===== src/rtl/blpd_pkg.sv =====
package blpd_pkg;

   localparam int DEFAULT_TABLE_DEPTH = 16;
   localparam int TABLE_SIZE          = 16;

   localparam logic [1:0] MODE_BREATH = 2'd0;
   localparam logic [1:0] MODE_FLASH  = 2'd1;
   localparam logic [1:0] MODE_OFF    = 2'd2;

   localparam logic [1:0] CSR_MODE      = 2'd0;
   localparam logic [1:0] CSR_PERIOD    = 2'd1;
   localparam logic [1:0] CSR_THRESHOLD = 2'd2;

   localparam logic [1:0]  RESET_MODE      = MODE_OFF;
   localparam logic [15:0] RESET_PERIOD    = 16'd9216;
   localparam logic [7:0]  RESET_THRESHOLD = 8'd10;
   localparam logic [3:0]  RESET_DUTY_SEL  = 4'd2;
   localparam int          RESET_DUTY      = 10;
   localparam int          PERCENT         = 100;
   localparam logic [15:0] RESET_PHASE_LEN = 16'(int'(RESET_PERIOD) * RESET_DUTY / PERCENT);

   // floor(x / 100) = (x * DIV100_MUL) >> DIV100_SHIFT for x < 2**23
   localparam logic [23:0] DIV100_MUL   = 24'd10737419;
   localparam int          DIV100_SHIFT = 30;

   typedef struct packed {
      logic [1:0]  mode;
      logic [15:0] period;
      logic [7:0]  threshold;
   } cfg_type;

   typedef struct packed {
      logic       wr;
      logic [1:0] value;
   } mode_wr_type;

   function automatic logic [6:0] breath_duty(input logic [3:0] idx);
      logic [6:0] d;
      case (idx)
         4'd0:    d = 7'd1;
         4'd1:    d = 7'd5;
         4'd2:    d = 7'd10;
         4'd3:    d = 7'd18;
         4'd4:    d = 7'd23;
         4'd5:    d = 7'd30;
         4'd6:    d = 7'd41;
         4'd7:    d = 7'd51;
         4'd8:    d = 7'd60;
         4'd9:    d = 7'd68;
         4'd10:   d = 7'd75;
         4'd11:   d = 7'd81;
         4'd12:   d = 7'd86;
         4'd13:   d = 7'd90;
         4'd14:   d = 7'd93;
         4'd15:   d = 7'd95;
         default: d = 7'd95;
      endcase
      return d;
   endfunction

endpackage


===== src/rtl/blpd_hlen_table.sv =====
module blpd_hlen_table (
   input  logic        clock,
   input  logic        reset,
   input  logic [15:0] period,
   input  logic        restart,
   input  logic [3:0]  rd_idx,
   output logic [15:0] rd_len,
   output logic        busy
);

   logic        active_ff, active_in;
   logic [3:0]  idx_ff, idx_in;
   logic        s1_valid_ff, s1_valid_in;
   logic [3:0]  s1_idx_ff;
   logic [22:0] s1_prod_ff;
   logic [15:0] len_ff [blpd_pkg::TABLE_SIZE];
   logic [46:0] quot_wide;

   always_comb begin
      active_in   = active_ff;
      idx_in      = idx_ff;
      s1_valid_in = active_ff;
      if (active_ff) begin
         if (idx_ff == 4'(blpd_pkg::TABLE_SIZE - 1)) begin
            active_in = 1'b0;
         end
         idx_in = idx_ff + 4'd1;
      end
      if (restart) begin
         active_in = 1'b1;
         idx_in    = 4'd0;
      end
   end

   always_ff @(posedge clock) begin
      if (reset) begin
         active_ff   <= 1'b1;
         idx_ff      <= 4'd0;
         s1_valid_ff <= 1'b0;
      end else begin
         active_ff   <= active_in;
         idx_ff      <= idx_in;
         s1_valid_ff <= s1_valid_in;
      end
   end

   // period times table duty
   always_ff @(posedge clock) begin
      s1_idx_ff  <= idx_ff;
      s1_prod_ff <= 23'(period) * 23'(blpd_pkg::breath_duty(idx_ff));
   end

   // divide by 100 through reciprocal
   assign quot_wide = 47'(s1_prod_ff) * 47'(blpd_pkg::DIV100_MUL);

   always_ff @(posedge clock) begin
      if (s1_valid_ff) begin
         len_ff[s1_idx_ff] <= quot_wide[blpd_pkg::DIV100_SHIFT +: 16];
      end
   end

   assign rd_len = len_ff[rd_idx];
   assign busy   = active_ff || s1_valid_ff;

endmodule


===== src/rtl/blpd_core.sv =====
module blpd_core #(
   parameter int TABLE_DEPTH = blpd_pkg::DEFAULT_TABLE_DEPTH
) (
   input  logic                  clock,
   input  logic                  reset,
   input  blpd_pkg::cfg_type     cfg,
   input  blpd_pkg::mode_wr_type mode_wr,
   input  logic                  hold,
   input  logic                  req_valid,
   output logic                  req_ready,
   input  logic                  req_count_tick,
   input  logic                  req_step_tick,
   output logic                  rsp_valid,
   input  logic                  rsp_ready,
   output logic                  rsp_led_pin,
   output logic [6:0]            rsp_duty_now,
   output logic [3:0]            rsp_table_pos,
   output logic [3:0]            hl_rd_idx,
   input  logic [15:0]           hl_rd_len
);

   localparam int POS_W = $clog2(TABLE_DEPTH);

   logic             a_valid_ff, a_valid_in;
   logic             a_count_ff, a_step_ff;
   logic             rsp_valid_ff, rsp_valid_in;
   logic             rsp_pin_ff;
   logic [6:0]       rsp_duty_ff;
   logic [3:0]       rsp_pos_ff;

   logic             pin_ff, pin_in;
   logic [15:0]      pc_ff, pc_in;
   logic [15:0]      plen_ff, plen_in;
   logic [3:0]       dsel_ff, dsel_in;
   logic [POS_W-1:0] pos_ff, pos_in;
   logic             falling_ff, falling_in;
   logic [7:0]       fc_ff, fc_in;

   logic             advance;
   logic             work;
   logic [15:0]      pc_inc;
   logic [8:0]       fc_inc;

   assign advance   = !rsp_valid_ff || rsp_ready;
   assign work      = a_valid_ff && advance;
   assign req_ready = !hold && (!a_valid_ff || advance);

   always_comb begin
      a_valid_in   = a_valid_ff;
      rsp_valid_in = rsp_valid_ff;
      if (advance) begin
         a_valid_in   = 1'b0;
         rsp_valid_in = a_valid_ff;
      end
      if (req_valid && req_ready) begin
         a_valid_in = 1'b1;
      end
   end

   always_comb begin
      pin_in     = pin_ff;
      pc_in      = pc_ff;
      plen_in    = plen_ff;
      dsel_in    = dsel_ff;
      pos_in     = pos_ff;
      falling_in = falling_ff;
      fc_in      = fc_ff;
      pc_inc     = pc_ff + 16'd1;
      fc_inc     = 9'(fc_ff) + 9'd1;

      if (mode_wr.wr) begin
         if (mode_wr.value == blpd_pkg::MODE_FLASH) begin
            pin_in = 1'b0;
         end else if (mode_wr.value != blpd_pkg::MODE_BREATH) begin
            pin_in = 1'b1;
         end
      end

      if (work) begin
         if (cfg.mode == blpd_pkg::MODE_BREATH) begin
            if (a_step_ff) begin
               // index past the table reads the last entry
               if (7'(pos_ff) >= 7'(blpd_pkg::TABLE_SIZE)) begin
                  dsel_in = 4'(blpd_pkg::TABLE_SIZE - 1);
               end else begin
                  dsel_in = 4'(pos_ff);
               end
               if (!falling_ff) begin
                  pos_in = pos_ff + POS_W'(1);
                  if (pos_in >= POS_W'(TABLE_DEPTH - 1)) begin
                     falling_in = 1'b1;
                  end
               end else begin
                  if (pos_ff != '0) begin
                     pos_in = pos_ff - POS_W'(1);
                  end
                  if (pos_in == '0) begin
                     falling_in = 1'b0;
                  end
               end
            end
            if (a_count_ff) begin
               pc_in = pc_inc;
               // zero length phase ends after one count
               if (pc_inc >= plen_ff || pc_inc == 16'd0) begin
                  pc_in = 16'd0;
                  if (pin_ff) begin
                     pin_in  = 1'b0;
                     plen_in = cfg.period - hl_rd_len;
                  end else begin
                     pin_in  = 1'b1;
                     plen_in = hl_rd_len;
                  end
               end
            end
         end else if (cfg.mode == blpd_pkg::MODE_FLASH) begin
            if (a_step_ff) begin
               if (fc_inc > 9'(cfg.threshold)) begin
                  fc_in  = 8'd0;
                  pin_in = !pin_ff;
               end else begin
                  fc_in = fc_inc[7:0];
               end
            end
         end else begin
            pin_in = 1'b1;
         end
      end
   end

   assign hl_rd_idx = dsel_in;

   always_ff @(posedge clock) begin
      if (reset) begin
         a_valid_ff   <= 1'b0;
         rsp_valid_ff <= 1'b0;
         pin_ff       <= 1'b1;
         pc_ff        <= 16'd0;
         plen_ff      <= blpd_pkg::RESET_PHASE_LEN;
         dsel_ff      <= blpd_pkg::RESET_DUTY_SEL;
         pos_ff       <= '0;
         falling_ff   <= 1'b0;
         fc_ff        <= 8'd0;
      end else begin
         a_valid_ff   <= a_valid_in;
         rsp_valid_ff <= rsp_valid_in;
         pin_ff       <= pin_in;
         pc_ff        <= pc_in;
         plen_ff      <= plen_in;
         dsel_ff      <= dsel_in;
         pos_ff       <= pos_in;
         falling_ff   <= falling_in;
         fc_ff        <= fc_in;
      end
   end

   always_ff @(posedge clock) begin
      if (req_valid && req_ready) begin
         a_count_ff <= req_count_tick;
         a_step_ff  <= req_step_tick;
      end
      if (work) begin
         rsp_pin_ff  <= pin_in;
         rsp_duty_ff <= blpd_pkg::breath_duty(dsel_in);
         rsp_pos_ff  <= 4'(pos_in);
      end
   end

   assign rsp_valid     = rsp_valid_ff;
   assign rsp_led_pin   = rsp_pin_ff;
   assign rsp_duty_now  = rsp_duty_ff;
   assign rsp_table_pos = rsp_pos_ff;

endmodule


===== src/rtl/breathing_led_pwm_driver_top.sv =====
// channel  | direction | beat contents
// ---------+-----------+--------------------------------------------
// req_     | in        | count_tick, step_tick
// rsp_     | out       | led_pin, duty_now, table_pos
// csr_     | in        | index (0 mode, 1 period_count, 2 flash_threshold), data
//
// one beat per cycle while req_ready is high; each accepted req beat passes an
// input register, then an output register that drives rsp_valid, so req is
// decoupled from rsp stalls; after reset, and after each period_count write, a
// sweep fills the high length table (16 entries, one multiply pair per entry)
// with req_ready low; synchronous active high reset; csr_ready is always high
module breathing_led_pwm_driver_top #(
   parameter int TABLE_DEPTH = blpd_pkg::DEFAULT_TABLE_DEPTH
) (
   input  logic        clock,
   input  logic        reset,
   input  logic        req_valid,
   output logic        req_ready,
   input  logic        req_count_tick,
   input  logic        req_step_tick,
   output logic        rsp_valid,
   input  logic        rsp_ready,
   output logic        rsp_led_pin,
   output logic [6:0]  rsp_duty_now,
   output logic [3:0]  rsp_table_pos,
   input  logic        csr_valid,
   output logic        csr_ready,
   input  logic [1:0]  csr_index,
   input  logic [15:0] csr_data
);

   logic [1:0]            mode_ff;
   logic [15:0]           period_ff;
   logic [7:0]            thresh_ff;
   logic                  csr_wr;
   blpd_pkg::cfg_type     cfg;
   blpd_pkg::mode_wr_type mode_wr;
   logic                  restart;
   logic                  busy;
   logic [3:0]            hl_rd_idx;
   logic [15:0]           hl_rd_len;

   assign csr_ready = 1'b1;
   assign csr_wr    = csr_valid && csr_ready;

   always_ff @(posedge clock) begin
      if (reset) begin
         mode_ff   <= blpd_pkg::RESET_MODE;
         period_ff <= blpd_pkg::RESET_PERIOD;
         thresh_ff <= blpd_pkg::RESET_THRESHOLD;
      end else if (csr_wr) begin
         case (csr_index)
            blpd_pkg::CSR_MODE:      mode_ff   <= csr_data[1:0];
            blpd_pkg::CSR_PERIOD:    period_ff <= csr_data;
            blpd_pkg::CSR_THRESHOLD: thresh_ff <= csr_data[7:0];
            default: ;
         endcase
      end
   end

   assign cfg.mode      = mode_ff;
   assign cfg.period    = period_ff;
   assign cfg.threshold = thresh_ff;

   assign mode_wr.wr    = csr_wr && (csr_index == blpd_pkg::CSR_MODE);
   assign mode_wr.value = csr_data[1:0];

   assign restart = csr_wr && (csr_index == blpd_pkg::CSR_PERIOD);

   blpd_hlen_table u_hlen_table (
      .clock   (clock),
      .reset   (reset),
      .period  (period_ff),
      .restart (restart),
      .rd_idx  (hl_rd_idx),
      .rd_len  (hl_rd_len),
      .busy    (busy)
   );

   blpd_core #(
      .TABLE_DEPTH (TABLE_DEPTH)
   ) u_core (
      .clock          (clock),
      .reset          (reset),
      .cfg            (cfg),
      .mode_wr        (mode_wr),
      .hold           (busy),
      .req_valid      (req_valid),
      .req_ready      (req_ready),
      .req_count_tick (req_count_tick),
      .req_step_tick  (req_step_tick),
      .rsp_valid      (rsp_valid),
      .rsp_ready      (rsp_ready),
      .rsp_led_pin    (rsp_led_pin),
      .rsp_duty_now   (rsp_duty_now),
      .rsp_table_pos  (rsp_table_pos),
      .hl_rd_idx      (hl_rd_idx),
      .hl_rd_len      (hl_rd_len)
   );

endmodule


===== config.mk =====
export PLATFORM = sky130hd
export DESIGN_NAME = breathing_led_pwm_driver_top
export DESIGN_NICKNAME = d
export VERILOG_FILES = /design/src/rtl/blpd_pkg.sv /design/src/rtl/blpd_hlen_table.sv /design/src/rtl/blpd_core.sv /design/src/rtl/breathing_led_pwm_driver_top.sv
export SDC_FILE = /design/constraint.sdc
export NUM_CORES = 1
export LEC_CHECK = 0
export ABC_AREA = 1
export CAP_MARGIN = 20
export CELL_PAD_IN_SITES_DETAIL_PLACEMENT = 0
export CELL_PAD_IN_SITES_GLOBAL_PLACEMENT = 1
export CORE_ASPECT_RATIO = 1.25
export CORE_MARGIN = 2
export CORE_UTILIZATION = 45
export CTS_CLUSTER_SIZE = 10
export DETAILED_ROUTE_END_ITERATION = 8
export DONT_BUFFER_PORTS = 1
export HOLD_SLACK_MARGIN = 0.02
export PLACE_DENSITY_LB_ADDON = 0.2
export SETUP_SLACK_MARGIN = 0.4
export SYNTH_ARGS = -nofsm -noshare
export SYNTH_HDL_FRONTEND = slang
export SYNTH_SLANG_ARGS = --single-unit

===== constraint.sdc =====
create_clock -name clock -period 7.9 [get_ports clock]
set_input_delay 0.395 -clock clock [delete_from_list [all_inputs] [get_ports clock]]
set_output_delay 0.395 -clock clock [all_outputs]
set_load 0.05 [all_outputs]

; Yosys cells after proc, flatten, opt, wreduce, memory -nomap -nowiden
; Memory sizes are Yosys's and may differ from the RTL's. A register that Yosys moved wholly into a read port is not among the register bits.
; Index checks and enable logic that the tools add are counted.
[word_totals]
reg_bits = 118
ram_bits = 256
romBits = 224
input_bits = 25
n_memories = 3
[mem_list]
columns = name, depth, width, read_ports, rd_clocked_by_memory_dff, wr, line
row1 = u_hlen_table.len_ff, 16, 16, 1, 0, 1, blpd_hlen_table.sv:16  ; logic [15:0] len_ff [blpd_pkg::TABLE_SIZE];
row2 = (name not given), 16, 7, 1, 1, 0, blpd_pkg.sv:39  ; case (idx)
row3 = (name not given), 16, 7, 1, 1, 0, blpd_pkg.sv:39
[classes]
add_sub_neg = 6
n_mul = 2
magnitude_cmp = 3
eq_ne = 5
n_mux = 37
n_bitwise = 1
n_reduce_logical = 28
[ops]
columns = op, count
row1 = 4-bit two-way mux, 14
row2 = "23-bit by 24-bit multiplier with 46-bit output, second input constant", 1
row3 = 16-bit two-way mux, 2
row4 = 16-bit by 7-bit multiplier with 23-bit output, 1
row5 = 1-bit two-way mux, 20
row6 = "16-bit by 1-bit adder with 16-bit output, second input constant", 1
row7 = 16-bit >= comparator, 1
row8 = 16-bit logical NOT, 1
row9 = 16-bit subtractor, 1
row10 = "8-bit by 1-bit adder with 9-bit output, second input constant", 1
row11 = 9-bit by 8-bit greater-than comparator with 1-bit output, 1
row12 = "4-bit by 1-bit adder with 4-bit output, second input constant", 2
row13 = 8-bit two-way mux, 1
row14 = 4-bit AND reduction, 2
row15 = "2-bit by 1-bit equality test with 1-bit output, second input constant", 3
row16 = 2-bit AND reduction, 3
row17 = 3-bit AND reduction, 2
row18 = 1-bit logical AND, 5
row19 = "4-bit equality test, second input constant", 1
row20 = "4-bit >= comparator, second input constant", 1
row21 = 1-bit logical NOT, 4
row22 = 2-bit logical NOT, 2
row23 = 4-bit logical NOT, 1
row24 = 1-bit logical OR, 4
row25 = other kinds (6), 7

; Depth between registers and ports, before layout
; Gate-level depths: netlist of run 1.
[logic_depth]
depth_word = 10
ltp_mapped = 28

; Hierarchy
; From an unflattened synthesis of run 1, not the netlist that was laid out.
[unflattened]
hier_cells = 3614
hier_area_um2 = 31911.9
[by_module_without_submodules]
columns = mod, n_inst, cells_each, area_per_inst_um2
row1 = blpd_hlen_table, 1, 2726, 25863.6
row2 = blpd_core, 1, 723, 4911.0
row3 = breathing_led_pwm_driver_top, 1, 165, 1137.3

; Worst setup path after synthesis of run 1
; OpenSTA, ideal clock, no wires.
[synth_path]
kind = reg-to-reg
startpoint = register u_hlen_table.s1_prod_ff[6]
endpoint = memory u_hlen_table.len_ff[0][11], data pin
setup_ns = 0.297
t_arrival_ns = 5.891
path_slack_ns = 1.712
stages_incl_launch_ff = 23
path_cell_list = dfxtp_1 > inv_1 > fa_1 > inv_1 > fa_1 > inv_1 > fa_1 > fa_1 > inv_1 > fa_1 > fa_1 > inv_1 > fa_1 > inv_1 > ha_1 > nand2_1 > nor2_1 > nand2_1 > nor4_1 > nand3_1 > nand4_1 > a21oi_1 > xnor2_1
[synth_via]
elab_chain_cells = 1
[synth_lines]
columns = item, line
row1 = "start, declared", blpd_hlen_table.sv:15  ; logic [22:0] s1_prod_ff;
row2 = "start signal, assigned", blpd_hlen_table.sv:50  ; s1_prod_ff <= 23'(period) * 23'(blpd_pkg::breath_duty(idx_ff));
row3 = 23-bit by 24-bit multiplier with 46-bit output, blpd_hlen_table.sv:54  ; assign quot_wide = 47'(s1_prod_ff) * 47'(blpd_pkg::DIV100_MUL);
row4 = net u_hlen_table.quot_wide[41], blpd_hlen_table.sv:17  ; logic [46:0] quot_wide;
row5 = "end, declared", blpd_hlen_table.sv:16
; The timed path passes the listed nets, and every way through them passes these cells.

; Worst setup path in the final report of run 1
[layout_path]
startpoint = register u_hlen_table.s1_prod_ff[5]
endpoint = memory u_hlen_table.len_ff[5][9], data pin
; The elaborated chain is that of the path after synthesis.

==> summary.txt, run 1 <==
Synth
  – Synth Register Bits: a little under 400
  – Dominant synthesized flop cell: edfxtp_1
  – Synth cell types: 53
  – Sequential share of the synthesized area: between 30% and 40%
  – Cells after Synth: ~3500
  – Synthesized net count: approximately 4000
  – Mux contribution to synthesized area: 0%
  – Post-Synth Adder-Cell Area: just over 30%
  – Syn_area_per_cell: slightly below 9 µm²
  – Mapped Area: 0.0307 mm²
  – Post-synthesis compound-gate area fraction: under 10%
  – Ys Warns: 0
  – Synthesized-area fraction occupied by xor and xnor cells: 1.83%
  – Largest family of logic cells by synthesized area: adder cells
  – Number of flops mapped to enable cells by yosys: 270
  – Synth Area in Simple Gates: around 18%
  – Synth async-reset ratio: 0%

Worst setup path
  – WP data arrival: 7.26 ns
  – CP endpoint kind: flip-flop
  – Worst endpoint required time: around 8 ns
  – Crit Path Class: flip-flop to flip-flop
  – Critical path launch point type: flip-flop
  – Max FO, Critical Path: 16

Timing
  – Relative slew slack: between 20 and 30%
  – Hold Fails Final Rpt: 0
  – Min Tclk post-route: ~7.0 ns
  – Tightest Pin Transition: approximately 1.1 ns
  – Final period util: about nine tenths
  – RSZ-0062 raised after global routing: false
  – Max Clock Freq: 0.142 GHz
  – Final Setup Violations: 0
  – TNS Setup: 0 ns
  – Count of pins over their slew limit: 0
  – Clk_skew: between 0.02 and 0.03 ns

Die
  – Die height: slightly below 300 µm
  – Core area: approximately 0.068 mm²
  – Die Wd: around 240 µm
  – # IOs: 40
  – Initial Util: between 40% and 50%
  – Row cnt: 107
  – Die area: a little over 0.07 mm²

Cells and area
  – Layout net count: 4098
  – Share of post-route cells with drive strength above 1: about 4.0%
  – Multi-input gate area: 0.0177 mm²
  – Area Overhead vs Synth: 8.26%
  – Reg area: about 0.010 mm²
  – Antenna diode count: 0
  – Finished Layout Cells: about 4400
  – # fillers: between 6000 and 7000

Clocking
  – CTS buffer count: 47
  – CTS resizes: 0
  – Root Driver: clkbuf_16
  – Worst-case clock buffer depth: 3
  – Hold buffer count at CTS: 18
  – Clock sinks: roughly 390
  – CTS H-tree depth: 2
  – Clk_lat worst skew: 0.59 ns
  – CTS tree: built
  – Setup Fix Bufs, Post-CTS: 0
  – Clock slew at reported path FFs: ~0.05 ns

Place
  – IO Port Bufs: 0
  – Gpl congestion: 0.934
  – Final HPWL DP: 63.9 mm
  – Dpl cells: roughly 4300

Route
  – Wire length per cell: 19.5 µm
  – DRC: 0
  – Vias: 22587
  – Vias per Instance: 5.17
  – Antenna-violating nets left: 0
  – Drt total wl: roughly 85 mm
  – DR pass1 iterations: 5
  – DR iter-0 viols: roughly 1300

Global routing
  – Total track usage: between 20 and 25%
  – Grt total ovfl: 0
  – Vias in the first global route: 23319
  – First-pass GRT wire length: around 130 mm
  – Largest net degree at the start of global routing: just over 70
  – Initial antenna violation count: 0

Run status
  – Status: completed

Job
  – Max-Cap Viols: 0

Hold path
  – Hold Crit Class: input pin to flip-flop
-- registers in the layout, indices dropped and copies added, names as in the netlist, 7 cells and up, named ones only --
register,flops
period_ff,16
thresh_ff,8
u_core.fc_ff,8
u_core.pc_ff,16
u_core.plen_ff,16
u_core.rsp_duty_now,7
u_hlen_table.len_ff,256
u_hlen_table.s1_prod_ff,23
-- path summary, 6_finish.rpt --
check	startpoint	to	slack, ns	cells after the start
setup reg to reg	u_hlen_table.s1_prod_ff[5]	u_hlen_table.len_ff[5][9]	0.87	21
hold / removal	csr_data[0]	period_ff[0]	0.04	2
hold reg to reg	u_hlen_table.idx_ff[0]	u_hlen_table.s1_idx_ff[0]	0.39	0
setup / recovery	u_hlen_table.s1_prod_ff[5]	u_hlen_table.len_ff[5][9]	0.87	21
-- Yosys cell counts, types with 9 or more instances --
library cell	n	area (µm²)
a21o_1	9	67.6
a21oi_1	190	951
a31oi_1	11	68.8
buf_2	25	125
buf_4	14	105
clkbuf_1	60	225
dfxtp_1	118	2360
edfxtp_1	270	8110
fa_1	264	5290
ha_1	336	4200
inv_1	575	2160
nand2_1	978	3670
nand3_1	129	646
nand4_1	23	144
nor2_1	181	679
nor3_1	17	85.1
o211ai_1	10	75.1
o21ai_0	101	505
o21ai_1	22	110
o21bai_1	11	82.6
xnor2_1	22	193
xor2_1	42	368
-- critical path: stages (launching register included) --
cell	delay, ns
dfxtp_1	0.52
inv_1	0.16
fa_1	0.49
fa_1	0.51
fa_1	0.49
inv_1	0.05
fa_1	0.48
fa_1	0.51
fa_1	0.49
inv_1	0.05
fa_1	0.47
inv_1	0.04
ha_1	0.33
nand2_1	0.09
nor2_1	0.23
inv_1	0.09
nor2_1	0.09
inv_1	0.09
nor3_1	0.39
nand3_1	0.16
nand3_1	0.12
xor2_1	0.81
-- stage by stage --
stage / worst slack [ns] / area, µm² / hold slack [ns] / utilization, %
finish: 0.873 / 33200 / 0.0402 / 49.0
detailed placement: 0.872 / 31600 / 0.387 / 46.6
global placement: 0.995 / 31600 / 0.383 / 46.6
CTS: 0.852 / 33200 / 0.0210 / 49.0
global route: 0.432 / 33200 / 0.0465 / 49.0
floorplan: 1.71 / 30700 / 0.363 / -
-- layout make-up --
type / count / share of cell area [%]
well taps: 872 / 3.28
clock buffers: 64 / 3.95
flip-flops and latches: 388 / 31.5
multi-input cells: 2400 / 53.1
inverters: 583 / 6.59
clock inverters: 6 / 0.230
repair buffers: 53 / 1.36
-- per-layer routing --
metal / up-vias / track usage (%) / part of all wire, %
met2: 444 / 44.7 / 51
met3: 136 / 2.21 / 3.3
li1: 11022 / - / -
met1: 10985 / 30.2 / 42
met4: 0 / 8.94 / 3.8
met5: - / 0 / 0
-- layout by cell type, fill, tap and decap left out, types with 4 or more instances in the layout --
cell           instances
a211oi_1               4
a21o_1                 9
a21oi_1              190
a31oi_1               11
buf_4                 35
clkbuf_1              12
clkbuf_16             49
dfxtp_1              118
dlygate4sd3_1         17
edfxtp_1             270
fa_1                 264
ha_1                 336
inv_1                575
inv_2                  4
nand2_1              976
nand2_2                4
nand3_1              129
nand3b_1               4
nand4_1               23
nor2_1               165
nor2_2                17
nor2_4                 6
nor3_1                17
o211ai_1              10
o21ai_0              101
o21ai_1               22
o21bai_1              11
or2_2                  4
xnor2_1               22
xor2_1                42
-- cell families (layout without fill, tap and decap cells) --
logic type / Yosys count / after routing
DFF: 388 / 388
xor gates and xnor gates: 64 / 64
other: 1 / 1
adders and majority gates: 600 / 600
AOI/OAI and AO/OA: 377 / 377
and+or+nand+nor: 1358 / 1358
buffers and inverters: 687 / 706
Power of run 1 is not shown: default switching activity piles up to over one toggle a cycle in this logic, so the estimate is an artifact.
==> run 2, diff against run 1 <==
SYNTH_HIERARCHICAL = 1   (was not set)
==> summary.txt, run 2 <==
Clocking
  – CTS resizes: 0
  – Clk_lat worst skew: 0.59 ns
  – CTS buffer count: between 40 and 50
  – CTS tree: built
  – Clock sinks: 388
  – Setup Fix Bufs, Post-CTS: 0
  – CTS H-tree depth: 2
  – Root Driver: clkbuf_16
  – Clock slew at reported path FFs: about 0.06 ns
  – Worst-case clock buffer depth: 3

Route
  – DRC: 0
  – Antenna-violating nets left: 0
  – Wire length per cell: approximately 18 µm
  – Vias: between 20000 and 25000
  – DR pass1 iterations: 6
  – Vias per Instance: just under 5
  – DR iter-0 viols: around 1100
  – Drt total wl: approximately 84 mm

Synth
  – Number of flops mapped to enable cells by yosys: 270
  – Ys Warns: 6
  – Top-area cell type share of the netlist area: 25.4%
  – Post-synth top cells: inv_1, nand2_1, ha_1
  – Dominant synthesized flop cell: edfxtp_1
  – Most numerous cell in the Yosys netlist: inv_1
  – Syn_area_per_cell: 8.83 µm²
  – Synth Register Bits: between 300 and 400
  – Mapped Area: ~0.032 mm²
  – Synthesized net count: about 4200
  – Area leader, netlist: edfxtp_1
  – Cells after Synth: between 3000 and 4000
  – Synth area leaders: edfxtp_1, fa_1, ha_1
  – Synth async-reset ratio: 0%
  – Sequential share of the synthesized area: about a third
  – Synth cell types: 54

Cells and area
  – Biggest regs: u_hlen_table/len_ff x256, u_hlen_table/s1_prod_ff x23
  – Max FFs per register: 256
  – Layout net count: approximately 4300
  – Most frequent cells in the layout: inv_1, nand2_1, ha_1
  – Biggest register: u_hlen_table/len_ff
  – Post-route cell area: between 0.03 and 0.04 mm²
  – Area Overhead vs Synth: 8.00%
  – Most common cell after layout, fill and taps aside: inv_1
  – Final Core Density: 48.9%
  – Share of post-route cells with drive strength above 1: under 10%
  – Antenna diode count: 0

Hold path
  – Hold_sp: rsp_ready
  – Hold path depth: 3
  – Hold Crit Class: input pin to flip-flop
  – Hold Path End: u_core/rsp_valid

Worst setup path
  – Critical path launch point type: flip-flop
  – Slowest cell on crit path: fa_1
  – FF-to-FF Start: u_hlen_table/s1_prod_ff[6]
  – Worst r2r dst: u_hlen_table/len_ff[5][2]
  – CP Buf/Inv Count: 6
  – CP endpoint kind: flip-flop
  – Top delay family on crit path: adder cells
  – Max FO, Critical Path: 16
  – Worst reg2reg path depth: 23
  – Largest stage delay, worst path: 0.52 ns
  – Reg2Reg Setup Slack: between 1 and 1.5 ns
  – WP data arrival: a little under 7 ns
  – Crit Path Class: flip-flop to flip-flop
  – Cell mode on critical path: fa_1
  – Worst-path cell chain: inv_1 -> fa_1 -> inv_1 -> fa_1 -> inv_1 -> fa_1 -> fa_1 -> inv_1 -> fa_1 -> fa_1 -> inv_1 -> fa_1 -> inv_1 -> ha_1 -> nand2_1 -> nor2_1 -> nand2_1 -> nor2_1 -> nand3_1 -> nand3_1 -> nand2_1 -> nand3_1 -> nand2_1
  – Worst endpoint required time: 8.04 ns

Place
  – Dpl cell area: 0.0329 mm²
  – Final HPWL DP: approximately 65 mm
  – Gpl congestion: approximately 0.9
  – IO Port Bufs: 0

Timing
  – TNS Setup: 0 ns
  – RSZ-0062 raised after global routing: false
  – Final period util: a little over four fifths
  – Max Clock Freq: approximately 0.15 GHz
  – Final Setup Violations: 0
  – Relative slew slack: roughly 38%
  – Min Tclk post-route: between 6 and 7 ns
  – Clk_skew: between 0.02 and 0.03 ns
  – Count of pins over their slew limit: 0
  – Hold Fails Final Rpt: 0
  – Tightest Pin Transition: slightly above 0.9 ns

Die
  – Die area: about 0.073 mm²
  – Row cnt: about 110
  – Die Wd: between 200 and 250 µm
  – Die height: approximately 300 µm
  – # IOs: 40
  – Initial Util: 45.3%
  – Core area: 0.0705 mm²

Global routing
  – Grt total ovfl: 0
  – First-pass GRT wire length: roughly 130 mm
  – Total track usage: 23.2%
  – Largest net degree at the start of global routing: about 120
  – Vias in the first global route: between 20000 and 25000
  – Initial antenna violation count: 0

Job
  – Max-Cap Viols: 0

Run status
  – Status: completed
==> run 2: changes by cell type after synthesis, sizes merged, moves of 9 or more <==
| cell | before | now |
|---|---|---|
| a31oi | 11 | 2 |
| buf | 44 | 31 |
| clkbuf | 60 | 43 |
| inv | 579 | 813 |
| mux2i | 0 | 64 |
| nand2 | 983 | 772 |
| nand3 | 129 | 118 |
| nor2 | 188 | 208 |
| nor3 | 17 | 29 |
| o211ai | 10 | 69 |
| o21ai | 126 | 145 |
| xnor2 | 22 | 13 |
| xor2 | 42 | 22 |
==> run 2: worst max-delay path by stage <==
stage	slack, ns	from	depth (start not counted)	endpoint
finish	1.30	u_hlen_table/s1_prod_ff[6]	23	u_hlen_table/len_ff[5][2]
global route	0.92	u_hlen_table/s1_prod_ff[6]	23	u_hlen_table/len_ff[14][2]
CTS	1.26	u_hlen_table/s1_prod_ff[6]	23	u_hlen_table/len_ff[15][2]
detailed placement	1.32	u_hlen_table/s1_prod_ff[6]	23	u_hlen_table/len_ff[8][2]
global placement	1.40	u_hlen_table/s1_prod_ff[6]	23	u_hlen_table/len_ff[8][2]
floorplan	2.22	u_hlen_table/s1_prod_ff[6]	21	u_hlen_table/len_ff[0][6]
==> run 2: cells by family (layout without fill, tap and decap cells) <==
family,after synthesis,count (layout),share of synthesized area (%)
AO/OA/AOI/OAI,451,451,8.04
XOR/XNOR,35,35,0.961
adder cells (fa/ha/maj),602,602,29.8
buffers and inverters,891,933,11.0
flip-flops,388,388,32.8
multiplexers,64,64,2.01
other,1,1,0.0118
AND/OR/NAND/NOR,1182,1182,15.4
==> run 2: layout make-up <==
class	instances	area (µm²)
clock inverter	8	111
fill	6899	36000
sequential	388	10500
clock buffer	63	1240
multi-input combinational	2335	18000
tap	943	1180
timing repair buffer	45	413
inverter	817	3070
==> run 2: worst register-to-register path, stage by stage, from the launching register on <==
cell     delay, ns
dfxtp_1       0.51
inv_1         0.15
fa_1          0.52
inv_1         0.07
fa_1          0.50
inv_1         0.05
fa_1          0.45
fa_1          0.52
inv_1         0.05
fa_1          0.49
fa_1          0.49
inv_1         0.05
fa_1          0.48
inv_1         0.04
ha_1          0.31
nand2_1       0.11
nor2_1        0.26
nand2_1       0.11
nor2_1        0.10
nand3_1       0.07
nand3_1       0.22
nand2_1       0.10
nand3_1       0.09
nand2_1       0.39
==> run 2: timing repair <==
action	4_1_cts	5_1_grt
setup endpoints to repair	0	0
hold endpoints to repair	67	0
hold buffers	21	0
==> run 2: through the flow <==
step | hold WS, ns | setup slack, ns | instances
2_1_floorplan | 0.351 | 2.22 | 3614
3_3_place_gp | 0.369 | 1.40 | 4507
3_5_place_dp | 0.372 | 1.32 | 4507
4_1_cts | 0.0256 | 1.26 | 4599
5_1_grt | 0.0445 | 0.915 | 4599
6_report | 0.0541 | 1.30 | 4599
==> run 2: routing by layer <==
layer  global-route usage, %  vias to the layer above  wire length [µm]
met2                    42.3                      385             42400
met4                    9.10                        0              3430
met5                       0                        -                 0
met1                    28.1                    10828             35600
li1                        -                    11508                 -
met3                    2.48                      152              2570
Power of run 2 is left out for the same reason.
